## config.mk

```make
export PLATFORM = sky130hd
export DESIGN_NAME = binary_to_decimal_ascii
export DESIGN_NICKNAME = d
export VERILOG_FILES = /design/src/rtl/core/b2da_pkg.sv /design/src/rtl/core/binary_to_decimal_ascii.sv
export SDC_FILE = /design/constraint.sdc
export NUM_CORES = 1
export LEC_CHECK = 0
export BUFFER_PORTS_ARGS = -buffer_cell sky130_fd_sc_hd__clkbuf_2
export CAP_MARGIN = 20
export CORE_MARGIN = 8
export CORE_UTILIZATION = 54
export DETAILED_ROUTE_END_ITERATION = 10
export PLACE_DENSITY = 0.88
export SLEW_MARGIN = 40
export SYNTH_ARGS = -nofsm -noshare
export SYNTH_HDL_FRONTEND = slang
export SYNTH_SLANG_ARGS = --single-unit
```

## constraint.sdc

```tcl
create_clock -name clk -period 2.3 [get_ports clk]
set_input_delay 0.46 -clock clk [delete_from_list [all_inputs] [get_ports clk]]
set_output_delay 0.46 -clock clk [all_outputs]
set_load 0.02 [all_outputs]
```

## src/rtl/core/b2da_pkg.sv

```systemverilog
// Shared types and constants for the binary to decimal ASCII converter.
// No dependencies; used by binary_to_decimal_ascii.
package b2da_pkg;

  // default width of the binary input
  localparam int DEF_VALUE_BITS = 32;

  // log10(2) scaled by LOG2_DEN, used to size the digit register
  localparam int LOG2_NUM = 30103;
  localparam int LOG2_DEN = 100000;

  // character codes
  localparam logic [5:0] DIGIT_BASE = 6'd48;
  localparam logic [5:0] TERMINATOR = 6'd0;

  typedef enum logic [1:0] {
    ST_IDLE,
    ST_CONV,
    ST_EMIT,
    ST_TERM
  } state_t;

  // datapath controls decoded from the state
  typedef struct packed {
    logic load;        // take a new value
    logic shift_bit;   // one double-dabble step
    logic skip_digit;  // drop a leading zero digit
    logic emit_digit;  // send the top digit
    logic emit_term;   // send the terminator
  } ctrl_t;

endpackage

```

## src/rtl/core/binary_to_decimal_ascii.sv

```systemverilog
// Binary to decimal ASCII converter, bit-serial double dabble.
// Sequence: value accepted, shifted in one bit per cycle through the double
// dabble loop, then the BCD digits most significant first (leading zeros dropped,
// at least one digit kept), at most one digit per cycle and held while the output
// stalls, then the terminator. A new value is taken only in idle, once the
// terminator of the previous value has been sent.
// Reset: synchronous, returns to idle and empties the output register.
module binary_to_decimal_ascii #(
  parameter int VALUE_BITS = b2da_pkg::DEF_VALUE_BITS
) (
  input  logic                  clk,
  input  logic                  rst,
  input  logic                  in_valid,
  output logic                  in_stall,
  input  logic [VALUE_BITS-1:0] value,
  output logic                  out_valid,
  input  logic                  out_stall,
  output logic [5:0]            char_code,
  output logic                  last
);
  import b2da_pkg::*;

  localparam int DIGITS = (VALUE_BITS * LOG2_NUM) / LOG2_DEN + 1;
  localparam int BCD_W  = DIGITS * 4;
  localparam int BCNT_W = $clog2(VALUE_BITS + 1);
  localparam int DCNT_W = $clog2(DIGITS + 1);

  state_t state, state_next;
  ctrl_t  ctrl;

  logic [VALUE_BITS-1:0] bin_sr;
  logic [BCD_W-1:0]      bcd;
  logic [BCD_W-1:0]      bcd_adj;
  logic [BCNT_W-1:0]     bit_cnt;
  logic [DCNT_W-1:0]     dig_cnt;
  logic                  leading;
  logic [3:0]            top_nib;
  logic                  out_free;
  logic                  skip_ok;

  assign top_nib  = bcd[BCD_W-1 -: 4];
  assign out_free = !out_valid || !out_stall;
  assign skip_ok  = leading && (top_nib == 4'd0) && (dig_cnt > DCNT_W'(1));
  assign in_stall = (state != ST_IDLE);

  // add 3 to every digit of five or more before the shift
  always_comb begin
    for (int i = 0; i < DIGITS; i++) begin
      if (bcd[4*i +: 4] >= 4'd5) begin
        bcd_adj[4*i +: 4] = bcd[4*i +: 4] + 4'd3;
      end else begin
        bcd_adj[4*i +: 4] = bcd[4*i +: 4];
      end
    end
  end

  // next state
  always_comb begin
    state_next = state;
    unique case (state)
      ST_IDLE: begin
        if (in_valid) state_next = ST_CONV;
      end
      ST_CONV: begin
        if (bit_cnt == BCNT_W'(1)) state_next = ST_EMIT;
      end
      ST_EMIT: begin
        if (!skip_ok && out_free && dig_cnt == DCNT_W'(1)) state_next = ST_TERM;
      end
      ST_TERM: begin
        if (out_free) state_next = ST_IDLE;
      end
      default: state_next = ST_IDLE;
    endcase
  end

  // datapath controls
  always_comb begin
    ctrl = '0;
    unique case (state)
      ST_IDLE: ctrl.load       = in_valid;
      ST_CONV: ctrl.shift_bit  = 1'b1;
      ST_EMIT: begin
        ctrl.skip_digit = skip_ok;
        ctrl.emit_digit = !skip_ok && out_free;
      end
      ST_TERM: ctrl.emit_term  = out_free;
      default: ctrl = '0;
    endcase
  end

  // control registers
  always_ff @(posedge clk) begin
    if (rst) begin
      state     <= ST_IDLE;
      out_valid <= 1'b0;
    end else begin
      state <= state_next;
      if (ctrl.emit_digit || ctrl.emit_term) begin
        out_valid <= 1'b1;
      end else if (!out_stall) begin
        out_valid <= 1'b0;
      end
    end
  end

  // conversion shift registers and counters
  always_ff @(posedge clk) begin
    if (ctrl.load) begin
      bin_sr  <= value;
      bcd     <= '0;
      bit_cnt <= BCNT_W'(VALUE_BITS);
      dig_cnt <= DCNT_W'(DIGITS);
      leading <= 1'b1;
    end else if (ctrl.shift_bit) begin
      bcd     <= {bcd_adj[BCD_W-2:0], bin_sr[VALUE_BITS-1]};
      bin_sr  <= {bin_sr[VALUE_BITS-2:0], 1'b0};
      bit_cnt <= bit_cnt - BCNT_W'(1);
    end else if (ctrl.skip_digit || ctrl.emit_digit) begin
      bcd     <= {bcd[BCD_W-5:0], 4'd0};
      dig_cnt <= dig_cnt - DCNT_W'(1);
      if (ctrl.emit_digit) leading <= 1'b0;
    end
  end

  // output register
  always_ff @(posedge clk) begin
    if (ctrl.emit_digit) begin
      char_code <= DIGIT_BASE + {2'b00, top_nib};
      last      <= 1'b0;
    end else if (ctrl.emit_term) begin
      char_code <= TERMINATOR;
      last      <= 1'b1;
    end
  end

endmodule

```

==> flow_metrics.tcl, run 1 <==
set metrics [dict create \
    num-nets-final 648 \
    detailroute.via_count 3958 \
    cts_tree "done" \
    ir_worst_vdd_mv 0.9809 \
    finalClockSkew_ns 0.01240 \
    slew-limit-headroom_pct 54.96 \
    ant_nets 0 \
    gp_routability_congestion 0.7678 \
    cellPowerDensity_mw_per_mm2 1374 \
    vias_per_cell 5.695 \
    max_clock_freq_mhz 502.8 \
    drt_wl_total_mm 9.950 \
    area_added_between_synthesis_and_finish_pct 11.08 \
    critical_path_endpoint_category "register" \
    pwr-share-seq_pct 40.2 \
    critical_path_arrival_ns 2.24 \
    first_global_vias 3999 \
    power_frac_comb_pct 43.6 \
    grt_first_pass_wirelength_mm 16.91 \
    floorplan.io_pins 45 \
    dieWidth_microns 110.6 \
    hpwl_mm 6.802 \
    placeableCoreArea_sq_mm 0.008721 \
    routedWlPerCell_microns 14.32 \
    crit_required_ns 2.55 \
    drcViolationCount 0 \
    cts_htree_levels 3 \
    post_route_cells_drive_above_1_share_pct 12.44 \
    dp.cells 679 \
    starting_density_pct 55.41 \
    synth-edff-count 37 \
    clkSlewWorstSetupHoldPaths_ns 0.10 \
    fin_cells 695 \
    finalCoreUtilization_pct 61.55 \
    netlist.top_cell.by_area "edfxtp_1" \
    critical_path_start_type "register" \
    number_of_hold_repair_buffers_added_at_the_cts_stage 0 \
    outcome "complete, no violations" \
    grt_antenna_before_repair 0 \
    intPower_w 0.004357 \
    critPathMaxFanout 34 \
    placement_rows 34 \
    yosys_warnings 0 \
    finalWorstPathRequiredPeriod_ns 1.989 \
    clock_insertion_delay_worst_skew_ns 0.36 \
    total_leakage_power_nw 2.311 \
    power_switching_share_pct 40.92 \
    ctsRootBufferMaster "clkbuf_8" \
    syn-num-nets 611 \
    placement.io_buffers 44 \
    worstSetupPathType "reg2reg" \
    pre_cts_slack_ns 0.3593 \
    dr.pass1.iters 5 \
    syn_area_per_cell_sq_um 8.866 \
    setup_slack_ns 0.3111 \
    tritoncts_sinks 92 \
    iter_0_drt_violations 340 \
    ctsResizeCount 0 \
    finalSetupViolations 0 \
    grt_overflow 0 \
    clock_share_of_power_pct 16.2 \
    tightest_slew_ns 0.6662 \
    cts_made_buffers 9 \
    grt_max_degree 52 \
    syn-cell-area_sq_mm 0.004832 \
    die_h_microns 110.6 \
    gr-usage-all-layers_pct 15.83 \
    synth.lib_cells_used.distinct 35 \
    hold-worst-slack_ns 0.2885 \
    slew_viol_final 0 \
    synth_seq_area_share_pct 45.78 \
    report.final.hold_viol_count 0 \
    register_bit_count_reported_by_yosys 92 \
    worst_hold_path_type "in2reg" \
    grt_setup_unrepaired "false" \
    number_of_buffers_inserted_by_post_cts_setup_repair 0 \
    syn-instance-count 545 \
    synth_ff_type "dfxtp_1" \
    diodes 0 \
    synth.top_cell.area_share_pct 22.99 \
    fin_setup_tns_ns 0 \
    full_die_area_sq_mm 0.01223 \
    asyncSetResetFlopFracSynth_pct 0 \
    timing.final.crit_share_pct 86.48 \
    cap_viol_max_count 0 \
    power_switching_w 0.003018 \
    synth.area.top_cells "edfxtp_1 23%, dfxtp_1 23%, nand2_1 11%" \
    clock_tree.buffer_depth 2 \
]
-- synthesized netlist by cell type (2+ instances only) --
library cell	number
a31oi_1	2
mux2i_1	13
clkbuf_1	16
a32oi_1	3
ha_1	30
nor3_1	2
a22oi_1	4
inv_1	30
nand2b_1	17
nand3_1	9
a21oi_1	29
buf_2	2
a222oi_1	25
o21ai_0	20
nand2_1	136
xnor2_1	14
and2_1	3
buf_4	3
xor2_1	5
dfxtp_1	55
a211oi_1	2
o211ai_1	8
edfxtp_1	37
and3_1	2
a21o_1	3
buf_6	5
nor2_1	62
-- cell families (layout without fill, tap and decap cells) --
| kind of cell | Yosys count | in the layout | share of synthesized area (%) |
|---|---|---|---|
| DFF | 92 | 92 | 45.78 |
| xor gates and xnor gates | 19 | 19 | 3.444 |
| and+or+nand+nor | 234 | 234 | 19.96 |
| muxes | 13 | 13 | 2.693 |
| buffers and inverters | 57 | 99 | 5.489 |
| adders and majority gates | 30 | 30 | 7.768 |
| AOI/OAI and AO/OA | 100 | 100 | 14.86 |
-- layer usage --
| layer | wire length [microns] | track usage [%] |
|---|---|---|
| met5 | 0 | 0 |
| met2 | 5025 | 28.14 |
| met1 | 4220 | 17.31 |
| met3 | 540 | 3.680 |
| met4 | 163 | 7.477 |
-- layout make-up --
| type | count | area (sq um) |
|---|---|---|
| clock buffers | 11 | 131.4 |
| clock inverters | 5 | 83.83 |
| fillers | 673 | 3353 |
| inverters | 30 | 112.6 |
| multi-input cells | 396 | 2367 |
| flip-flops and latches | 92 | 2212 |
| well taps | 108 | 135.1 |
| repair buffers | 53 | 325.3 |
-- flip-flops by register name, indices dropped and copies added, names as in the netlist --
register,count
leading,1
state,2
out_valid,1
dig_cnt,4
bcd,40
bit_cnt,6
char_code,5
bin_sr,32
last,1
-- worst max-delay path, stage by stage (launching register included) --
cell      delay (ns)
dfxtp_1         0.33
inv_1           0.14
ha_1            0.18
and4bb_1        0.22
o31ai_2         0.12
a21o_1          0.21
buf_12          0.17
a222oi_1        0.41
nor2_1          0.07
-- power by group through the flow --
stage	registers, W	clock network, W	logic [W]
final	0.00296	0.00120	0.00321
after global routing	0.00304	0.00126	0.00360
after CTS	0.00296	0.00121	0.00322
after detailed placement	0.00299	0	0.00319
after global placement	0.00295	0	0.00301
after floorplan	0.00290	0	0.00249
-- cells in the final DEF, fill, tap and decap left out, types with 3 or more instances in the layout --
cell type / netlist / routed
nand3_1: 9 / 9
o211ai_1: 8 / 8
a22oi_1: 4 / 4
ha_1: 30 / 29
mux2i_1: 13 / 13
a21oi_1: 29 / 29
xor2_1: 5 / 5
clkbuf_8: 0 / 9
a21o_1: 3 / 3
buf_12: 0 / 3
a222oi_1: 25 / 25
edfxtp_1: 37 / 37
o21ai_0: 20 / 20
nor2_1: 62 / 61
nand2_1: 136 / 136
clkbuf_2: 0 / 44
buf_4: 3 / 6
a32oi_1: 3 / 3
xnor2_1: 14 / 14
inv_1: 30 / 30
and2_1: 3 / 3
dfxtp_1: 55 / 55
nand2b_1: 17 / 16
-- final timing paths --
kind	startpoint	to	slack, ns	depth (start not counted)
worst min-delay path	rst	out_valid	0.29	2
worst max-delay path	bcd[37]	bcd[9]	0.31	8
worst min register to register	leading	leading	0.48	2
worst max register to register	bcd[37]	bcd[9]	0.31	8
-- stage by stage --
stage                     instance area [sq um]  total power, W
after CTS                                  5368        0.007386
final                                      5368        0.007375
after global placement                     5152        0.005965
after global routing                       5368        0.007907
after detailed placement                   5152        0.006187
after floorplan                            4835        0.005389
(Power assumes the default switching activity.)
==> inputs of run 2 (changes only) <==
Settings changed: BUFFER_PORTS_ARGS -buffer_cell sky130_fd_sc_hd__clkbuf_2 to not set, CORE_UTILIZATION 54 to 55, DONT_BUFFER_PORTS set to 1, PLACE_DENSITY 0.88 to 0.85.
==> flow_metrics.tcl, run 2 (synthesis gave the netlist of run 1 again) <==
set metrics [dict create \
    layout.cells.most_common_list "136 x nand2_1, 61 x nor2_1, 55 x dfxtp_1" \
    max_flop_register "bcd" \
    crit_required_ns 2.59 \
    tightest_slew_ns 0.5312 \
    gp_routability_congestion 0.7917 \
    layout.cell_area.non_filler_sq_mm 0.005096 \
    critical_path_arrival_ns 2.40 \
    critPathMaxFanout 14 \
    critical-path-max-stage-delay_ns 0.52 \
    cts_htree_levels 3 \
    slew_viol_final 0 \
    max_clock_freq_mhz 474.2 \
    finalSetupViolations 0 \
    power_switching_w 0.003025 \
    number_of_hold_repair_buffers_added_at_the_cts_stage 0 \
    cellPowerDensity_mw_per_mm2 1391 \
    cts_made_buffers 9 \
    outcome "complete, no violations" \
    finalWorstPathRequiredPeriod_ns 2.109 \
    ctsRootBufferMaster "clkbuf_8" \
    cell_by_cell_trace_of_the_critical_path "inv_1 > ha_1 > nor2_1 > o31ai_2 > a311oi_4 > buf_4 > a22oi_1 > a21oi_1" \
    floorplan.io_pins 45 \
    cap_viol_max_count 0 \
    critical_path_start_type "register" \
    cts_tree "done" \
    first_global_vias 3627 \
    place_area_sq_mm 0.004915 \
    timing.critical_path.slowest_stage_cell "a311oi_4" \
    total_leakage_power_nw 2.114 \
    dieWidth_microns 109.7 \
    critical_path_endpoint_category "register" \
    layout.cells.most_common "nand2_1" \
    number_of_buffers_inserted_by_post_cts_setup_repair 0 \
    full_die_area_sq_mm 0.01204 \
    finalCoreUtilization_pct 59.01 \
    worstSetupPathType "reg2reg" \
    dr.pass1.iters 10 \
    clock_tree.buffer_depth 2 \
    num-nets-final 605 \
    post_route_cells_drive_above_1_share_pct 5.882 \
    hpwl_mm 6.769 \
    grt_first_pass_wirelength_mm 16.46 \
    diodes 0 \
    area_added_between_synthesis_and_finish_pct 5.464 \
    finalClockSkew_ns 0.008255 \
    slew-limit-headroom_pct 64.09 \
    vias_per_cell 5.882 \
    clock_insertion_delay_worst_skew_ns 0.35 \
    die_h_microns 109.7 \
    ctsResizeCount 0 \
    gr-usage-all-layers_pct 16.93 \
    starting_density_pct 55.95 \
    placeableCoreArea_sq_mm 0.008636 \
    detailroute.via_count 3835 \
    grt_antenna_before_repair 0 \
    ir_worst_vdd_mv 1.339 \
    intPower_w 0.004066 \
    clock_share_of_power_pct 14.4 \
    placement_rows 34 \
    tritoncts_sinks 92 \
    power_switching_share_pct 42.66 \
    grt_max_degree 51 \
    clkSlewWorstSetupHoldPaths_ns 0.09 \
    drt_wl_total_mm 9.847 \
    grt_setup_unrepaired "false" \
    ant_nets 0 \
    routedWlPerCell_microns 15.10 \
    drcViolationCount 0 \
    worst_hold_path_type "in2reg" \
    power_frac_comb_pct 42.9 \
    iter_0_drt_violations 488 \
    pwr-share-seq_pct 42.7 \
    fin_setup_tns_ns 0 \
    grt_overflow 0 \
    report.final.hold_viol_count 0 \
    largest_registers "bcd: 40 flops, bin_sr: 32 flops, bit_cnt: 6 flops" \
    placement.io_buffers 0 \
    flip_flop_count_of_the_largest_register_all_copies_and_words_added 40 \
    timing.final.crit_share_pct 91.69 \
]
## run 2: changes by cell type in the layout (fill, tap and decap cells not counted), sizes merged
cell | before | now
clkbuf | 55 | 9
bufinv | 2 | 0
inv | 31 | 34
clkinv | 0 | 1
buf | 9 | 10
## run 2: through the flow
| step | hold slack, ns | setup WS (ns) | total power (W) | cells |
|---|---|---|---|---|
| 2_1_floorplan | 0.4350 | 0.07555 | 0.005389 | 545 |
| 3_3_place_gp | 0.4592 | 0.3511 | 0.005864 | 636 |
| 3_5_place_dp | 0.4700 | 0.2360 | 0.006084 | 636 |
| 4_1_cts | 0.1459 | 0.2148 | 0.007113 | 652 |
| 5_1_grt | 0.1335 | 0.03326 | 0.007680 | 652 |
| 6_report | 0.1562 | 0.1912 | 0.007091 | 652 |
## run 2: critical path, delay by kind of cell (launching register included)
family,cells,cell delay (ns)
AO/OA/AOI/OAI,4,0.90
flip-flops,1,0.41
buffers and inverters,2,0.37
adder cells (fa/ha/maj),1,0.23
AND/OR/NAND/NOR,1,0.14
## run 2: worst paths after layout
kind	from	endpoint	slack, ns	cells past startpoint
setup / recovery	dig_cnt[0]	bcd[32]	0.19	8
hold / removal	rst	out_valid	0.16	1
setup reg to reg	dig_cnt[0]	bcd[32]	0.19	8
hold reg to reg	leading	leading	0.48	2
## run 2: cell type report
type / instances / area, sq um
clock buffers: 9 / 123.9
clock inverters: 7 / 57.56
fillers: 722 / 3540
inverters: 30 / 112.6
multi-input cells: 396 / 2367
flip-flops and latches: 92 / 2212
well taps: 108 / 135.1
repair buffers: 10 / 87.58
## run 2: routing by layer
layer  global-route usage [%]  share of wire, %
met3                    5.334               7.4
met4                    6.847               1.9
met1                    20.15                42
met2                    27.82                49
met5                        0                 0
## run 2: power by group through the flow
stage | sequential (W) | clock, W | combinational, W
finish | 0.00303 | 0.00102 | 0.00304
floorplan | 0.00290 | 0 | 0.00249
detailed placement | 0.00306 | 0 | 0.00303
CTS | 0.00303 | 0.00103 | 0.00305
global route | 0.00312 | 0.00111 | 0.00345
global placement | 0.00302 | 0 | 0.00284
==> inputs of run 3 (changes only) <==
Settings changed: RECOVER_POWER set to 25.
==> flow_metrics.tcl, run 3 (synthesis gave the netlist of run 1 again) <==
set metrics [dict create \
    outcome "complete, no violations" \
    gr-usage-all-layers_pct 16.93 \
    grt_setup_unrepaired "false" \
    placeableCoreArea_sq_mm 0.008636 \
    crit_required_ns 2.58 \
    cts_tree "done" \
    ir_worst_vdd_mv 1.344 \
    layout.cells.most_common_list "136 x nand2_1, 62 x nor2_1, 55 x dfxtp_1" \
    max_clock_freq_mhz 474.0 \
    pre_cts_slack_ns 0.2360 \
    detailroute.via_count 3845 \
    layout.cells.most_common "nand2_1" \
    cts_made_buffers 9 \
    critical_path_arrival_ns 2.39 \
    first_global_vias 3627 \
    ant_nets 0 \
    dieWidth_microns 109.7 \
    setup_slack_ns 0.1903 \
    finalCoreUtilization_pct 58.81 \
    report.final.hold_viol_count 0 \
    finalClockSkew_ns 0.007972 \
    total_leakage_power_nw 2.112 \
    multi_input_combinational_cell_area_sq_mm 0.002357 \
    fin_setup_tns_ns 0 \
    die_h_microns 109.7 \
    grt_antenna_before_repair 0 \
    r2r_slack_ns 0.19 \
    hold-worst-slack_ns 0.1583 \
    vias_per_cell 5.897 \
    clkSlewWorstSetupHoldPaths_ns 0.09 \
    dr.pass1.iters 9 \
    clock_insertion_delay_worst_skew_ns 0.35 \
    starting_density_pct 55.95 \
    critPathMaxFanout 14 \
    iter_0_drt_violations 464 \
    post_route_cells_drive_above_1_share_pct 5.515 \
    critical_path_endpoint_category "register" \
    tightest_slew_ns 0.7740 \
    finalWorstPathRequiredPeriod_ns 2.110 \
    fin_cells 652 \
    diodes 0 \
    seqCellArea_sq_mm 0.002212 \
    n_fill_cell 725 \
    drt_wl_total_mm 9.897 \
    flip_flop_count_of_the_largest_register_all_copies_and_words_added 40 \
    ctsResizeCount 0 \
    largest_registers "bcd: 40 flops, bin_sr: 32 flops, bit_cnt: 6 flops" \
    timing.final.crit_share_pct 91.73 \
    ctsRootBufferMaster "clkbuf_8" \
    worstSetupPathType "reg2reg" \
    dp.cells 636 \
    cts_htree_levels 3 \
    num-nets-final 605 \
    area_added_between_synthesis_and_finish_pct 5.101 \
    hpwl_mm 6.769 \
    cellPowerDensity_mw_per_mm2 1392 \
    number_of_hold_repair_buffers_added_at_the_cts_stage 0 \
    gp_routability_congestion 0.7917 \
    finalSetupViolations 0 \
    clock_tree.buffer_depth 2 \
    grt_overflow 0 \
    placement.io_buffers 0 \
    routedWlPerCell_microns 15.18 \
    grt_max_degree 51 \
    placement_rows 34 \
    number_of_buffers_inserted_by_post_cts_setup_repair 0 \
    max_flop_register "bcd" \
    slew-limit-headroom_pct 48.40 \
    tritoncts_sinks 92 \
    worst_hold_path_type "in2reg" \
    floorplan.io_pins 45 \
    grt_first_pass_wirelength_mm 16.46 \
    full_die_area_sq_mm 0.01204 \
    critical_path_start_type "register" \
    slew_viol_final 0 \
    cap_viol_max_count 0 \
    drcViolationCount 0 \
]
[run 3: path summary, 6_finish.rpt]
path,from,depth (start not counted),endpoint
worst min-delay path,rst,1,out_valid
worst max register to register,dig_cnt[0],8,bcd[32]
worst max-delay path,dig_cnt[0],8,bcd[32]
worst min register to register,leading,2,leading
[run 3: power breakdown]
group / leakage [nW] / internal (W) / switching, W / total, W
clock: 0.0886 / 0.000410 / 0.000609 / 0.00102
sequential: 0.812 / 0.00251 / 0.000525 / 0.00303
combinational: 1.21 / 0.00113 / 0.00189 / 0.00302
[run 3: worst max-delay path, cell delays in order (launching register included)]
cell,delay [ns]
dfxtp_1,0.41
inv_1,0.07
ha_1,0.23
nor2_1,0.14
o31ai_2,0.12
a311oi_4,0.52
buf_4,0.28
a22oi_1,0.10
a21oi_1,0.15
[run 3: routing by layer]
layer | wire length (microns) | track usage, %
met5 | 0 | 0
met4 | 180 | 6.847
met3 | 688 | 5.334
met2 | 4849 | 27.82
met1 | 4178 | 20.15
[run 3: through the flow]
step / total power (W) / area, sq um
finish: 0.007071 / 5079
global route: 0.007655 / 5079
CTS: 0.007113 / 5096
detailed placement: 0.006084 / 4915
global placement: 0.005864 / 4915
floorplan: 0.005389 / 4835
[run 3: layout make-up]
| type | count | area share [%] |
|---|---|---|
| multi-input cells | 396 | 46.42 |
| flip-flops and latches | 92 | 43.56 |
| well taps | 108 | 2.661 |
| clock buffers | 9 | 2.439 |
| inverters | 30 | 2.217 |
| repair buffers | 10 | 1.577 |
| clock inverters | 7 | 1.133 |
